`config.mk`:
```
export PLATFORM = sky130hd
export DESIGN_NAME = fbc_plane_regs
export DESIGN_NICKNAME = d
export VERILOG_FILES = /design/src/hdl/frustum_box_cull_assert.svh /design/src/hdl/fbc_pkg.sv /design/src/hdl/fbc_plane_regs.sv
export SDC_FILE = /design/constraint.sdc
export NUM_CORES = 1
export LEC_CHECK = 0
export ABC_CLOCK_PERIOD_IN_PS = 3300
export BUFFER_PORTS_ARGS = -buffer_cell sky130_fd_sc_hd__buf_2
export CORE_MARGIN = 3
export CORE_UTILIZATION = 39
export CTS_BUF_LIST = sky130_fd_sc_hd__clkbuf_16
export DETAILED_ROUTE_END_ITERATION = 7
export PLACE_DENSITY_LB_ADDON = 0.08
export REMOVE_ABC_BUFFERS = 1
export SYNTH_ARGS = -nofsm -noshare
export SYNTH_HDL_FRONTEND = slang
export SYNTH_SLANG_ARGS = --single-unit
```
`constraint.sdc`:
```
create_clock -name i_clk -period 3.3 [get_ports i_clk]
set_clock_uncertainty 0.2 [all_clocks]
set_input_delay 0.33 -clock i_clk [delete_from_list [all_inputs] [get_ports i_clk]]
set_output_delay 0.33 -clock i_clk [all_outputs]
set_load 0.01 [all_outputs]
```
`src/hdl/frustum_box_cull_assert.svh`:
```
// Assertion helpers shared by the frustum box cull RTL.
`ifndef FRUSTUM_BOX_CULL_ASSERT_SVH
`define FRUSTUM_BOX_CULL_ASSERT_SVH

// Same-cycle implication, disabled while reset is asserted.
`define FBC_ASSERT_NOW(label, clk, rst_n, ante, cons) \
    label: assert property (@(posedge clk) disable iff (!rst_n) (ante) |-> (cons)) \
        else $error("frustum_box_cull assertion failed");

// Next-cycle implication, disabled while reset is asserted.
`define FBC_ASSERT_NEXT(label, clk, rst_n, ante, cons) \
    label: assert property (@(posedge clk) disable iff (!rst_n) (ante) |=> (cons)) \
        else $error("frustum_box_cull assertion failed");

`endif

```
`src/hdl/fbc_pkg.sv`:
```
package fbc_pkg;

    localparam int REG_COUNT    = 6;
    localparam int NORMAL_BITS  = 16;
    localparam int FRAC_BITS    = 14;
    localparam int CFG_DATA_W   = 64;
    localparam int CFG_ADDR_W   = 6;
    localparam int CFG_INDEX_LSB = 3;
    localparam int CFG_INDEX_W  = CFG_ADDR_W - CFG_INDEX_LSB;

    typedef struct packed {
        logic signed [NORMAL_BITS-1:0] d;
        logic signed [NORMAL_BITS-1:0] nz;
        logic signed [NORMAL_BITS-1:0] ny;
        logic signed [NORMAL_BITS-1:0] nx;
    } t_plane;

    typedef struct packed {
        logic all_out;
        logic any_out;
    } t_plane_flags;

    typedef enum logic [1:0] {
        VERDICT_FULL_IN  = 2'd0,
        VERDICT_IN_NEAR  = 2'd1,
        VERDICT_FULL_OUT = 2'd2
    } t_verdict;

endpackage

```
`src/hdl/fbc_plane_regs.sv`:
```
module fbc_plane_regs (
    input  logic                              i_clk,
    input  logic                              i_rst_n,
    input  logic                              psel,
    input  logic                              penable,
    input  logic                              pwrite,
    input  logic [fbc_pkg::CFG_ADDR_W-1:0]    paddr,
    input  logic [fbc_pkg::CFG_DATA_W-1:0]    pwdata,
    output logic [fbc_pkg::CFG_DATA_W-1:0]    prdata,
    output logic                              pready,
    output fbc_pkg::t_plane                   o_planes [fbc_pkg::REG_COUNT]
);
    import fbc_pkg::*;

    t_plane                 r_planes [REG_COUNT];
    logic [CFG_INDEX_W-1:0] w_index;
    logic                   w_write;
    logic                   w_in_range;

    assign pready     = 1'b1;
    assign w_index    = paddr[CFG_ADDR_W-1:CFG_INDEX_LSB];
    assign w_in_range = (w_index < CFG_INDEX_W'(REG_COUNT));
    assign w_write    = psel && penable && pwrite && pready;

    always_ff @(posedge i_clk) begin
        if (!i_rst_n) begin
            for (int i = 0; i < REG_COUNT; i++) begin
                r_planes[i] <= '0;
            end
        end else if (w_write) begin
            for (int i = 0; i < REG_COUNT; i++) begin
                if (w_index == CFG_INDEX_W'(i)) begin
                    r_planes[i] <= t_plane'(pwdata);
                end
            end
        end
    end

    always_comb begin
        prdata = '0;
        if (w_in_range) begin
            prdata = CFG_DATA_W'(r_planes[w_index]);
        end
    end

    assign o_planes = r_planes;

endmodule

```
======== Word-level counts from Yosys, hierarchy flattened ========
Cells that the tools add are included.
word-level totals
  flip-flop bits (word level) ............. 384
  latch bits .............................. 0
  bits in writable memories ............... 0
  bits in read-only memories .............. 0
  output and inout bits ................... 449
  logic and storage cells ................. 45
  memories ................................ 0
cells by class
  $add $sub $neg .......................... 0
  multiply operators ...................... 0
  divide/modulo/power cells ............... 0
  order comparisons ....................... 2
  equality and inequality tests ........... 5
  shift-type cells ........................ 0
  muxes and demuxes ....................... 4
  bitwise gates (word level) .............. 1
  reduce and logical (&&, ||, !) cells .... 9
operators by type and width
  kind                                                      number
  binary-select mux 64 bit (select 3 bit)                   1
  two-way mux 64 bit                                        3
  AND reduction 2 bit                                       6
  equality test 3 x 2 -> 1 bit, second input constant       2
  equality test 3 bit, second input constant                2
  greater-or-equal comparator 4 bit, second input constant  1
  inverter 3 -> 4 bit                                       1
  equality test 3 x 1 -> 1 bit, second input constant       1
  logical NOT 3 bit                                         1
  less-than comparator 3 bit, second input constant         1
  logical AND 1 bit                                         2

======== Longest topological paths before layout ========
  depth in word-level cells ............... 5
  gate-level depth with buffers ........... 6

======== Worst setup path before layout ========
OpenSTA, ideal clock, no wires.
  path kind ............................... input to output
  start point ............................. input paddr[4] (netlist name)
  end point ............................... output prdata[0] (netlist name)
  arrival time ............................ 1423 ps
  data required time ...................... 2770 ps
  path slack .............................. 1347 ps
  stages .................................. 6
  buffers on the path ..................... 3
  cell sequence ........................... clkbuf_1 > nand2b_1 > clkbuf_1 > buf_1 > o22a_1 > o21ai_0
between the ends
  cells in the longest elaborated chain, start to end .. 5
ends and longest elaborated chain
  item                                                    line                  text
  from (decl)                                             fbc_plane_regs.sv:7   input logic [fbc_pkg::CFG_ADDR_W-1:0] paddr,
  inverter 3 -> 4 bit (not written as such)               fbc_plane_regs.sv:42  prdata = CFG_DATA_W'(r_planes[w_index]);
  binary-select mux 64 bit (select 3 bit)                 fbc_plane_regs.sv:42
  two-way mux 64 bit (not written as such) (2 in series)  fbc_plane_regs.sv:42
  two-way mux 64 bit (*)                                  fbc_plane_regs.sv:41  if (w_in_range) begin
  to (decl)                                               fbc_plane_regs.sv:9   output logic [fbc_pkg::CFG_DATA_W-1:0] prdata,
Mark *: on every way between the ends. The rest lies on a longest branch, timed or not. The select of a mux whose other input is x is not followed.

======== Final worst setup path ========
  start point ............................. input paddr[4] (netlist name)
  end point ............................... output prdata[50] (netlist name)
Same word-level chain as after synthesis.

==> metrics.txt <==
vias in the first global route=14350; Post-route DRC=0; Hold WS=0.02492 ns; synthesized area=16830 um^2; vias per inst=5.084; Synth warnings=0; max reg flops=384; TritonCTS clock tree=built; fin area=21900 um^2; layout cell share with drive strength beyond 1=27.60%; CP Cell Sequence=clkbuf_8 -> nand2b_4 -> buf_12 -> o22a_1 -> o21ai_0 -> buf_2; initial antenna violation count=3; core footprint=42320 um^2; Register Area=7687 um^2; Synth top area share=45.68%; Arr. time, crit path=2.03 ns; count of cell types in the netlist=17; Core Util, Final=51.75%; max cap viols=0; post-CTS sizing=0; slowest stage delay, CP=0.40 ns; I/O Pins=524; CP Class=input port to output pin; Worst VDD drop=0.3365 mV; Max Fclk=391.2 MHz; crit-path max FO=42; area of the multi-input gates=8471 um^2; CP required=2.77 ns; Final HPWL DP=39.97 mm; Root Driver=clkbuf_16; largest net degree at the start of global routing=84; Die Area=45680 um^2; first-pass GRT wire length=89.40 mm; Pwr per Cell Area=451.2 nW/um^2; Layout area overhead=30.15%; CP startpoint kind=input port; setup bufs post-CTS=0; CP endpoint kind=output pin; Nets=2287; Final TNS setup=0 ns; Synth area leaders=dfxtp_1 (46%), mux2i_1 (34%), nand2_1 (10%); worst slew margin relative to its limit=46.32%; grt total ovfl=0; status=complete, no violations; FP Rows=75; Area after DPL=19980 um^2; GP Congestion=0.7785; post-route ant nets=0; Slew Limit Fails=0; WL/cell=21.64 um; RSZ-0062 raised after global routing=no; Die Ht=213.7 um; # port buffers=519; total leakage power=9.477 nW; post-layout minimum cycle time=2.556 ns; Hold Crit Class=input port to register; Initial Utilization=39.77%; 1st-pass router iterations=5; Reg clk slew, reported paths=0.06 ns; H-tree Lvls=2; CTS Buf Count=43; synthesized instance count=1681; Vias=14350; Clock Path Buffers=3; total wire length=61.10 mm; endpoints failing setup=0; measured slew at the worst slew-check pin=0.8052 ns; Fin. Hold Viols=0; Final Power=0.009882 W; Die X=213.7 um; GRT Resource Usage Total=25.59%; sequential-to-total area share from yosys stat=45.68%; First DRT Iteration DRCs=767; # fillers=4064; Yosys reg bits=384; Clk Latency, worst-skew pair=0.56 ns; Post-Syn Area per Cell=10.01 um^2; top cell type by total area after synthesis=dfxtp_1; Tcrit/Tclk final=77.46%; CTS Sinks=384; slowest CP cell=nand2b_4
## final timing paths
path                               from                         end  slack [ns]  cells past startpoint
min reg2reg  o_planes[150]$_SDFFE_PN0P_  o_planes[150]$_SDFFE_PN0P_        0.27                      2
min                          pwdata[47]  o_planes[239]$_SDFFE_PN0P_        0.02                      3
max reg2reg   o_planes[62]$_SDFFE_PN0P_   o_planes[62]$_SDFFE_PN0P_        2.42                      2
max                            paddr[4]                  prdata[50]        0.74                      6
## synthesized netlist by cell type
cell,n
buf_1,9
buf_2,27
buf_4,32
buf_6,6
clkbuf_1,58
conb_1,1
dfxtp_1,384
mux2i_1,576
nand2_1,449
nand2b_1,2
nand4_1,1
nand4b_4,1
nor2_4,5
nor3b_1,1
o21ai_0,64
o22a_1,64
or2_1,1
## area by class of cell
cell class / instances / share of cell area [%]
Clock buffer: 45 / 5.141
Timing Repair Buffer: 618 / 16.96
Tap cell: 577 / 3.296
Clock inverter: 31 / 0.7997
Antenna cell: 3 / 0.03427
Sequential cell: 384 / 35.10
Multi-Input combinational cell: 1165 / 38.67
## layout by cell type, fill, tap and decap left out, types with 6 or more instances in the layout
cell type | synthesis | routed
mux2i_1 | 576 | 576
buf_2 | 27 | 516
nand2_1 | 449 | 449
dfxtp_1 | 384 | 384
o22a_1 | 64 | 64
o21ai_0 | 64 | 64
dlygate4sd3_1 | 0 | 61
clkbuf_16 | 0 | 45
buf_4 | 32 | 23
inv_1 | 0 | 18
buf_12 | 0 | 16
clkinv_1 | 0 | 6
## through the flow
step	setup slack [ns]	cells
after floorplan	-4.829	1549
after global placement	0.7631	2683
after detailed placement	0.7459	2683
after CTS	0.7304	2820
after global routing	0.6725	2822
final	0.7439	2823
## cells by family (layout without fill, tap and decap cells)
group	after synthesis	after routing	synth area share, %
AND/OR/NAND/NOR	460	460	10.68
AO/OA/AOI/OAI	128	128	5.234
other	1	4	0.02228
buffers and inverters	132	694	4.126
flip-flops	384	384	45.68
multiplexers	576	576	34.26
## worst max-delay path, delay by kind of cell
family                 cells  cell delay, ns
AOI/OAI and AO/OA          2            0.34
buffers and inverters      3            0.89
and+or+nand+nor            1            0.40
## report_power, final
| group | internal [W] | switching (W) |
|---|---|---|
| Sequential | 0.00467 | 0.0000282 |
| Clock | 0.00260 | 0.00190 |
| Combinational | 0.000255 | 0.000428 |
| Total | 0.00752 | 0.00236 |
## metal layers
metal  vias to the layer above  track usage (%)  part of all wire, %
met5                         -                0                0.011
met1                      7002            32.37                   43
met2                       421            42.79                   47
met3                        84            7.125                  7.5
li1                       6842                -                    -
met4                         2            7.680                  2.5
## timing repair
item                                   in CTS  in global routing
endpoints found under the hold margin     363                  0
hold buffers                               61                  0
setup endpoints to repair                   0                  0
No activity file was read; power rests on OpenSTA's default activity.
