## src/hdl/frustum_box_cull_assert.svh

```systemverilog
// Assertion helpers shared by the frustum box cull RTL.
`ifndef FRUSTUM_BOX_CULL_ASSERT_SVH
`define FRUSTUM_BOX_CULL_ASSERT_SVH

// Same-cycle implication, disabled while reset is asserted.
`define FBC_ASSERT_NOW(label, clk, rst_n, ante, cons) \
    label: assert property (@(posedge clk) disable iff (!rst_n) (ante) |-> (cons)) \
        else $error("frustum_box_cull assertion failed");

// Next-cycle implication, disabled while reset is asserted.
`define FBC_ASSERT_NEXT(label, clk, rst_n, ante, cons) \
    label: assert property (@(posedge clk) disable iff (!rst_n) (ante) |=> (cons)) \
        else $error("frustum_box_cull assertion failed");

`endif

```

## src/hdl/fbc_pkg.sv

```systemverilog
package fbc_pkg;

    localparam int REG_COUNT    = 6;
    localparam int NORMAL_BITS  = 16;
    localparam int FRAC_BITS    = 14;
    localparam int CFG_DATA_W   = 64;
    localparam int CFG_ADDR_W   = 6;
    localparam int CFG_INDEX_LSB = 3;
    localparam int CFG_INDEX_W  = CFG_ADDR_W - CFG_INDEX_LSB;

    typedef struct packed {
        logic signed [NORMAL_BITS-1:0] d;
        logic signed [NORMAL_BITS-1:0] nz;
        logic signed [NORMAL_BITS-1:0] ny;
        logic signed [NORMAL_BITS-1:0] nx;
    } t_plane;

    typedef struct packed {
        logic all_out;
        logic any_out;
    } t_plane_flags;

    typedef enum logic [1:0] {
        VERDICT_FULL_IN  = 2'd0,
        VERDICT_IN_NEAR  = 2'd1,
        VERDICT_FULL_OUT = 2'd2
    } t_verdict;

endpackage

```

## src/hdl/fbc_plane_eval.sv

```systemverilog
module fbc_plane_eval #(
    parameter int COORD_BITS = 16
) (
    input  logic                         i_clk,
    input  logic                         i_load,
    input  fbc_pkg::t_plane              i_plane,
    input  logic signed [COORD_BITS-1:0] i_big [3],
    input  logic signed [COORD_BITS-1:0] i_sml [3],
    output fbc_pkg::t_plane_flags        o_flags
);
    import fbc_pkg::*;

    localparam int PROD_W = NORMAL_BITS + COORD_BITS;
    localparam int BASE_W = (PROD_W > NORMAL_BITS + FRAC_BITS) ? PROD_W
                                                                : NORMAL_BITS + FRAC_BITS;
    localparam int SUM_W  = BASE_W + 2;

    logic signed [NORMAL_BITS-1:0] w_n [3];
    logic signed [COORD_BITS-1:0]  w_cmax [3];
    logic signed [COORD_BITS-1:0]  w_cmin [3];
    logic signed [PROD_W-1:0]      n_pmax [3];
    logic signed [PROD_W-1:0]      n_pmin [3];
    logic signed [PROD_W-1:0]      r_pmax [3];
    logic signed [PROD_W-1:0]      r_pmin [3];
    logic signed [SUM_W-1:0]       w_dterm;
    logic signed [SUM_W-1:0]       w_smax;
    logic signed [SUM_W-1:0]       w_smin;

    assign w_n[0] = i_plane.nx;
    assign w_n[1] = i_plane.ny;
    assign w_n[2] = i_plane.nz;

    // The largest corner value takes the larger coordinate on each axis with a
    // positive coefficient and the smaller one otherwise; the smallest is the mirror.
    for (genvar a = 0; a < 3; a++) begin : g_axis
        assign w_cmax[a] = w_n[a][NORMAL_BITS-1] ? i_sml[a] : i_big[a];
        assign w_cmin[a] = w_n[a][NORMAL_BITS-1] ? i_big[a] : i_sml[a];
        assign n_pmax[a] = w_n[a] * w_cmax[a];
        assign n_pmin[a] = w_n[a] * w_cmin[a];

        always_ff @(posedge i_clk) begin
            if (i_load) begin
                r_pmax[a] <= n_pmax[a];
                r_pmin[a] <= n_pmin[a];
            end
        end
    end

    assign w_dterm = SUM_W'(i_plane.d) <<< FRAC_BITS;
    assign w_smax  = SUM_W'(r_pmax[0]) + SUM_W'(r_pmax[1]) + SUM_W'(r_pmax[2]) + w_dterm;
    assign w_smin  = SUM_W'(r_pmin[0]) + SUM_W'(r_pmin[1]) + SUM_W'(r_pmin[2]) + w_dterm;

    assign o_flags.all_out = w_smax[SUM_W-1] || (w_smax == '0);
    assign o_flags.any_out = w_smin[SUM_W-1] || (w_smin == '0);

endmodule

```

## config.mk

```make
export PLATFORM = sky130hd
export DESIGN_NAME = fbc_plane_eval
export DESIGN_NICKNAME = d
export VERILOG_FILES = /design/src/hdl/frustum_box_cull_assert.svh /design/src/hdl/fbc_pkg.sv /design/src/hdl/fbc_plane_eval.sv
export SDC_FILE = /design/constraint.sdc
export NUM_CORES = 2
export LEC_CHECK = 0
export BUFFER_PORTS_ARGS = -buffer_cell sky130_fd_sc_hd__buf_2
export CAP_MARGIN = 20
export CORE_MARGIN = 2
export CORE_UTILIZATION = 50
export CTS_CLUSTER_DIAMETER = 30
export CTS_CLUSTER_SIZE = 12
export DETAILED_ROUTE_END_ITERATION = 10
export PLACE_DENSITY = 0.72
export SYNTH_ARGS = -nofsm -noshare
export SYNTH_HDL_FRONTEND = slang
export SYNTH_SLANG_ARGS = --single-unit
```

## constraint.sdc

```tcl
create_clock -name i_clk -period 20.4 [get_ports i_clk]
set_input_delay 6.12 -clock i_clk [delete_from_list [all_inputs] [get_ports i_clk]]
set_output_delay 6.12 -clock i_clk [all_outputs]
set_load 0.005 [all_outputs]
```

=== Yosys cells after proc, flatten, opt, wreduce, memory -nomap -nowiden ===
Memories as Yosys holds them, arrays and structs flattened.
Index checks and enable logic that the tools add are counted.

* Register bits: 0
* RAM bits: 192
* Bits of input ports: 162
* Output and inout port bits: 2
* Logic and storage cells: 26
* Memories: 2

{| class="wikitable"
|+ Memory list
! name !! depth !! bits a word !! read ports !! clocked after Yosys merged registers in !! wr ports !! RTL line !! source
|-
| r_pmax || 3 || 32 || 3 || 0 || 3 || fbc_plane_eval.sv:23 || <nowiki>logic signed [PROD_W-1:0] r_pmax [3];</nowiki>
|-
| r_pmin || 3 || 32 || 3 || 0 || 3 || fbc_plane_eval.sv:24 || <nowiki>logic signed [PROD_W-1:0] r_pmin [3];</nowiki>
|}

* $add $sub $neg: 6
* $mul: 6
* Mux-type cells: 8
* Reduce and logical (&&, ||, !) cells: 4

{| class="wikitable"
|+ Operator list
! operator !! count
|-
| $mul A16 B16 Y32 || 6
|-
| $mux W16 || 6
|-
| $add A33 B32 Y34 || 2
|-
| $add A34 B30 Y34 || 2
|-
| $logic_not A34 Y1 || 2
|-
| $add A32 B32 Y33 || 2
|-
| $logic_or A1 B1 Y1 || 2
|-
| $mux W1 || 2
|}

=== Logic depth before layout (Yosys ltp) ===
An unclocked memory read counts as a cell.

* Depth after elaboration: 6
* Depth in mapped cells: 31
* Mapped depth without buffers: 27

=== Worst setup path after synthesis ===
No wires, ideal clock.

* Kind: in2out
* Start point: input port i_plane[49] (netlist bit)
* End point: output port o_flags[1] (netlist bit)
* Arrival time: 9.760 ns
* Data required time: 14.280 ns
* Slack: 4.520 ns
* Stages on the path: 15
* Buffers on the path: 1
* Cell sequence: fa_1 > fa_1 > ha_1 > clkbuf_1 > and3_1 > nand4_1 > a21boi_0 > nand2_1 > and3_1 > o21a_1 > o21a_1 > or3_1 > a2111oi_0 > nand3_1 > o41ai_1

{| class="wikitable"
|+ RTL lines
! element !! RTL line !! source
|-
| start: declaration || fbc_plane_eval.sv:6 || <nowiki>input fbc_pkg::t_plane i_plane,</nowiki>
|-
| end: declaration || fbc_plane_eval.sv:9 || <nowiki>output fbc_pkg::t_plane_flags o_flags</nowiki>
|}

==> flow_metrics.env <==
export IMPL_synth_edff_count=192
export IMPL_syn_area_mm2=0.0706
export IMPL_dp_worst_setup_slack_ns=3.20
export IMPL_grt_pass1_vias=55015
export IMPL_worst_setup_path_end_kind="output pin"
export IMPL_synth_compound_area_frac=0.0615
export IMPL_synth_main_ff_cell="edfxtp_1"
export IMPL_whs_path_depth=1
export IMPL_synth_seq_cells=192
export IMPL_min_to="r_pmax[0][77]"
export IMPL_synth_mux_area_frac=0.00198
export IMPL_grt_usage=0.263
export IMPL_cp_arrival_ns=11.08
export IMPL_die_y_um=380
export IMPL_ys_seq_area_frac=0.0816
export IMPL_ant_nets=0
export IMPL_synth_nets=9755
export IMPL_yosys_area_share_xor_xnor=0.0303
export IMPL_yosys_cell_types_count=76
export IMPL_synth_top_family_by_area="adder cells"
export IMPL_fin_tns_setup_ns=0
export IMPL_final_hold_viol_count=0
export IMPL_cts_hold_buf=0
export IMPL_cts_root_buf="clkbuf_16"
export IMPL_syn_to_final_growth_pct=4.49
export IMPL_yosys_area_share_simple=0.140
export IMPL_crit_family="compound AO/OA/AOI/OAI gates"
export IMPL_cts_made_buffers=17
export IMPL_gp_congestion=0.938
export IMPL_drc=0
export IMPL_finalNetCount=9720
export IMPL_max_slew_margin=0.230
export IMPL_path_class="in -> out"
export IMPL_layout_drive_gt1_share=0.0411
export IMPL_dieWidth_um=380
export IMPL_grt_pass1_wl_um=298000
export IMPL_wl_met2_um=88400
export IMPL_rsz0062_at_grt="false"
export IMPL_max_freq_mhz=58.1
export IMPL_cts_tree="yes"
export IMPL_hold_start="i_load"
export IMPL_status="finished clean"
export IMPL_cts_max_path_buffers=2
export IMPL_cp_max_fo=7
export IMPL_fin_crit_ns=17.20
export IMPL_antenna_found_initial=16
export IMPL_critPathMaxStageDelay_ns=0.87
export IMPL_setup_viol=0
export IMPL_firstDrtPassIters=5
export IMPL_wl_um=181000
export IMPL_core_mm2=0.140
export IMPL_cts_setup_buffers=0
export IMPL_maxCapViolCount=0
export IMPL_yosysWarnings=0
export IMPL_drv_slew=0
export IMPL_cp_start_kind="input port"
export IMPL_num_vias=49541
export IMPL_crit_slowest_cell="o41ai_1"
export IMPL_port_buffers=163
export IMPL_via_per_inst=5.39
export IMPL_hold_path_class="in -> reg"
export IMPL_gr_total_overflow=0
export IMPL_crit_chain="buf_2 -> fa_1 -> fa_1 -> ha_1 -> a21oi_1 -> o21ai_0 -> a21boi_0 -> nand2_1 -> and3_1 -> o21a_1 -> o21a_1 -> or3_1 -> a2111oi_0 -> nand3_1 -> o41ai_1 -> buf_2"
export IMPL_async_flop_share=0
export IMPL_setup_slack_ns=3.20
export IMPL_initial_core_util=0.505
export IMPL_grt_max_degree=75
export IMPL_synth_fa_ha_area_frac=0.578
export IMPL_wl_per_cell_um=19.7
export IMPL_holdWs_ns=6.27
export IMPL_cts_sinks=192
export IMPL_post_cts_resized=0
export IMPL_cp_required_ns=14.28
export IMPL_wl_met1_um=73300
export IMPL_syn_avg_cell_area_um2=9.63
export IMPL_die_area_mm2=0.144
export IMPL_htree_levels=4
export IMPL_syn_inst=7337
export IMPL_crit_buf_inv=2
export IMPL_clk_pin_slew_worst_paths_ns=0.08
export IMPL_period_share=0.843
export IMPL_worst_pin_slew_ns=1.13
export IMPL_first_iter_violations=2903
export IMPL_hpwl_um=148000
export IMPL_ios=164
export IMPL_top_layer_used="met5"
export IMPL_rows=137
export IMPL_wl_met3_um=12900
## placed cells by master (no fill, tap or decap), types with 13 or more instances in the layout
cell type / n
clkbuf_16: 17
edfxtp_1: 192
nand2_1: 747
nand3_1: 34
nand2b_1: 64
ha_1: 580
a21o_1: 132
buf_4: 55
mux2i_1: 13
nor2b_1: 417
a21oi_1: 198
o21a_1: 32
buf_2: 162
xnor2_1: 189
a31oi_1: 26
and3_1: 18
o21ai_0: 107
or2_2: 26
xor2_1: 55
and2_1: 352
nand4_1: 16
o21bai_1: 36
inv_1: 1737
nor3_1: 31
nor2_1: 186
fa_1: 1676
nor4_1: 15
## synth_stat cells, drive strengths merged, types with 5 or more instances
cell     number  area (µm²)
buf          10        37.5
edfxtp      192        5770
a31oi        26         163
mux2i        14         140
and4          8        70.1
or2          26         163
nor3         31         155
nand2b       64         400
nor3b        11        82.6
a211oi       13         115
o211ai       12        90.1
o21bai       36         270
a2111oi       6        58.8
ha          580        7260
fa         1676       33600
nand3        34         170
a211o         5        43.8
clkbuf      262         983
xnor2       189        1660
a21oi       202        1010
and2        352        2200
o21a         32         240
a31o          7        61.3
xor2         55         482
o41ai         6        71.3
nor4         15        93.8
nand2       747        2800
a21o        132         991
nor2        187         704
o21ai       111         556
o22ai         6        37.5
a21boi       16         120
or3           9        56.3
nand3b        8        60.1
and3         18         113
inv        1737        6520
o31ai         8        60.1
nand4        16         100
nor2b       417        2610
## layer usage
layer	global-route usage	vias up
met5	0	-
met4	0.0829	26
met3	0.0486	392
met2	0.446	1651
met1	0.341	25606
li1	-	21866
## per-stage QoR
stage,instance area (µm²),instances,util
floorplan,70600,7337,-
global placement,73200,9158,0.523
detailed placement,73200,9159,0.523
CTS,73800,9191,0.528
global route,73800,9191,0.528
finish,73800,9192,0.528
## logic make-up after synthesis
logic type               Yosys count
adder cells (fa/ha/maj)         2256
AND/OR/NAND/NOR                 1955
XOR/XNOR                         244
buffers and inverters           2010
flip-flops                       192
AO/OA/AOI/OAI                    666
multiplexers                      14
## final cells by class
| cell class | count | area (µm²) |
|---|---|---|
| antenna | 1 | 2.50 |
| clock buffer | 17 | 425 |
| clock inverter | 15 | 163 |
| fill | 12562 | 66100 |
| inverter | 1738 | 6520 |
| multi-input combinational | 5135 | 57300 |
| sequential | 192 | 5770 |
| tap | 1876 | 2350 |
| timing repair buffer | 218 | 1240 |
## state kept, by name, indices dropped and copies added (netlist names)
| register | cells |
|---|---|
| r_pmin | 96 |
| r_pmax | 96 |
## how the worst max path moves through the flow
| stage | endpoint | start | cells past startpoint | slack [ns] |
|---|---|---|---|---|
| floorplan | o_flags[1] | i_plane[49] | 15 | 4.52 |
| global placement | o_flags[1] | i_plane[49] | 16 | 3.16 |
| detailed placement | o_flags[1] | i_plane[49] | 16 | 3.20 |
| CTS | o_flags[1] | i_plane[49] | 16 | 3.19 |
| global route | o_flags[1] | i_plane[63] | 16 | 2.90 |
| finish | o_flags[1] | i_plane[49] | 16 | 3.20 |
Power is not shown: default switching activity piles up to over one toggle a cycle in this logic, so the estimate is an artifact.
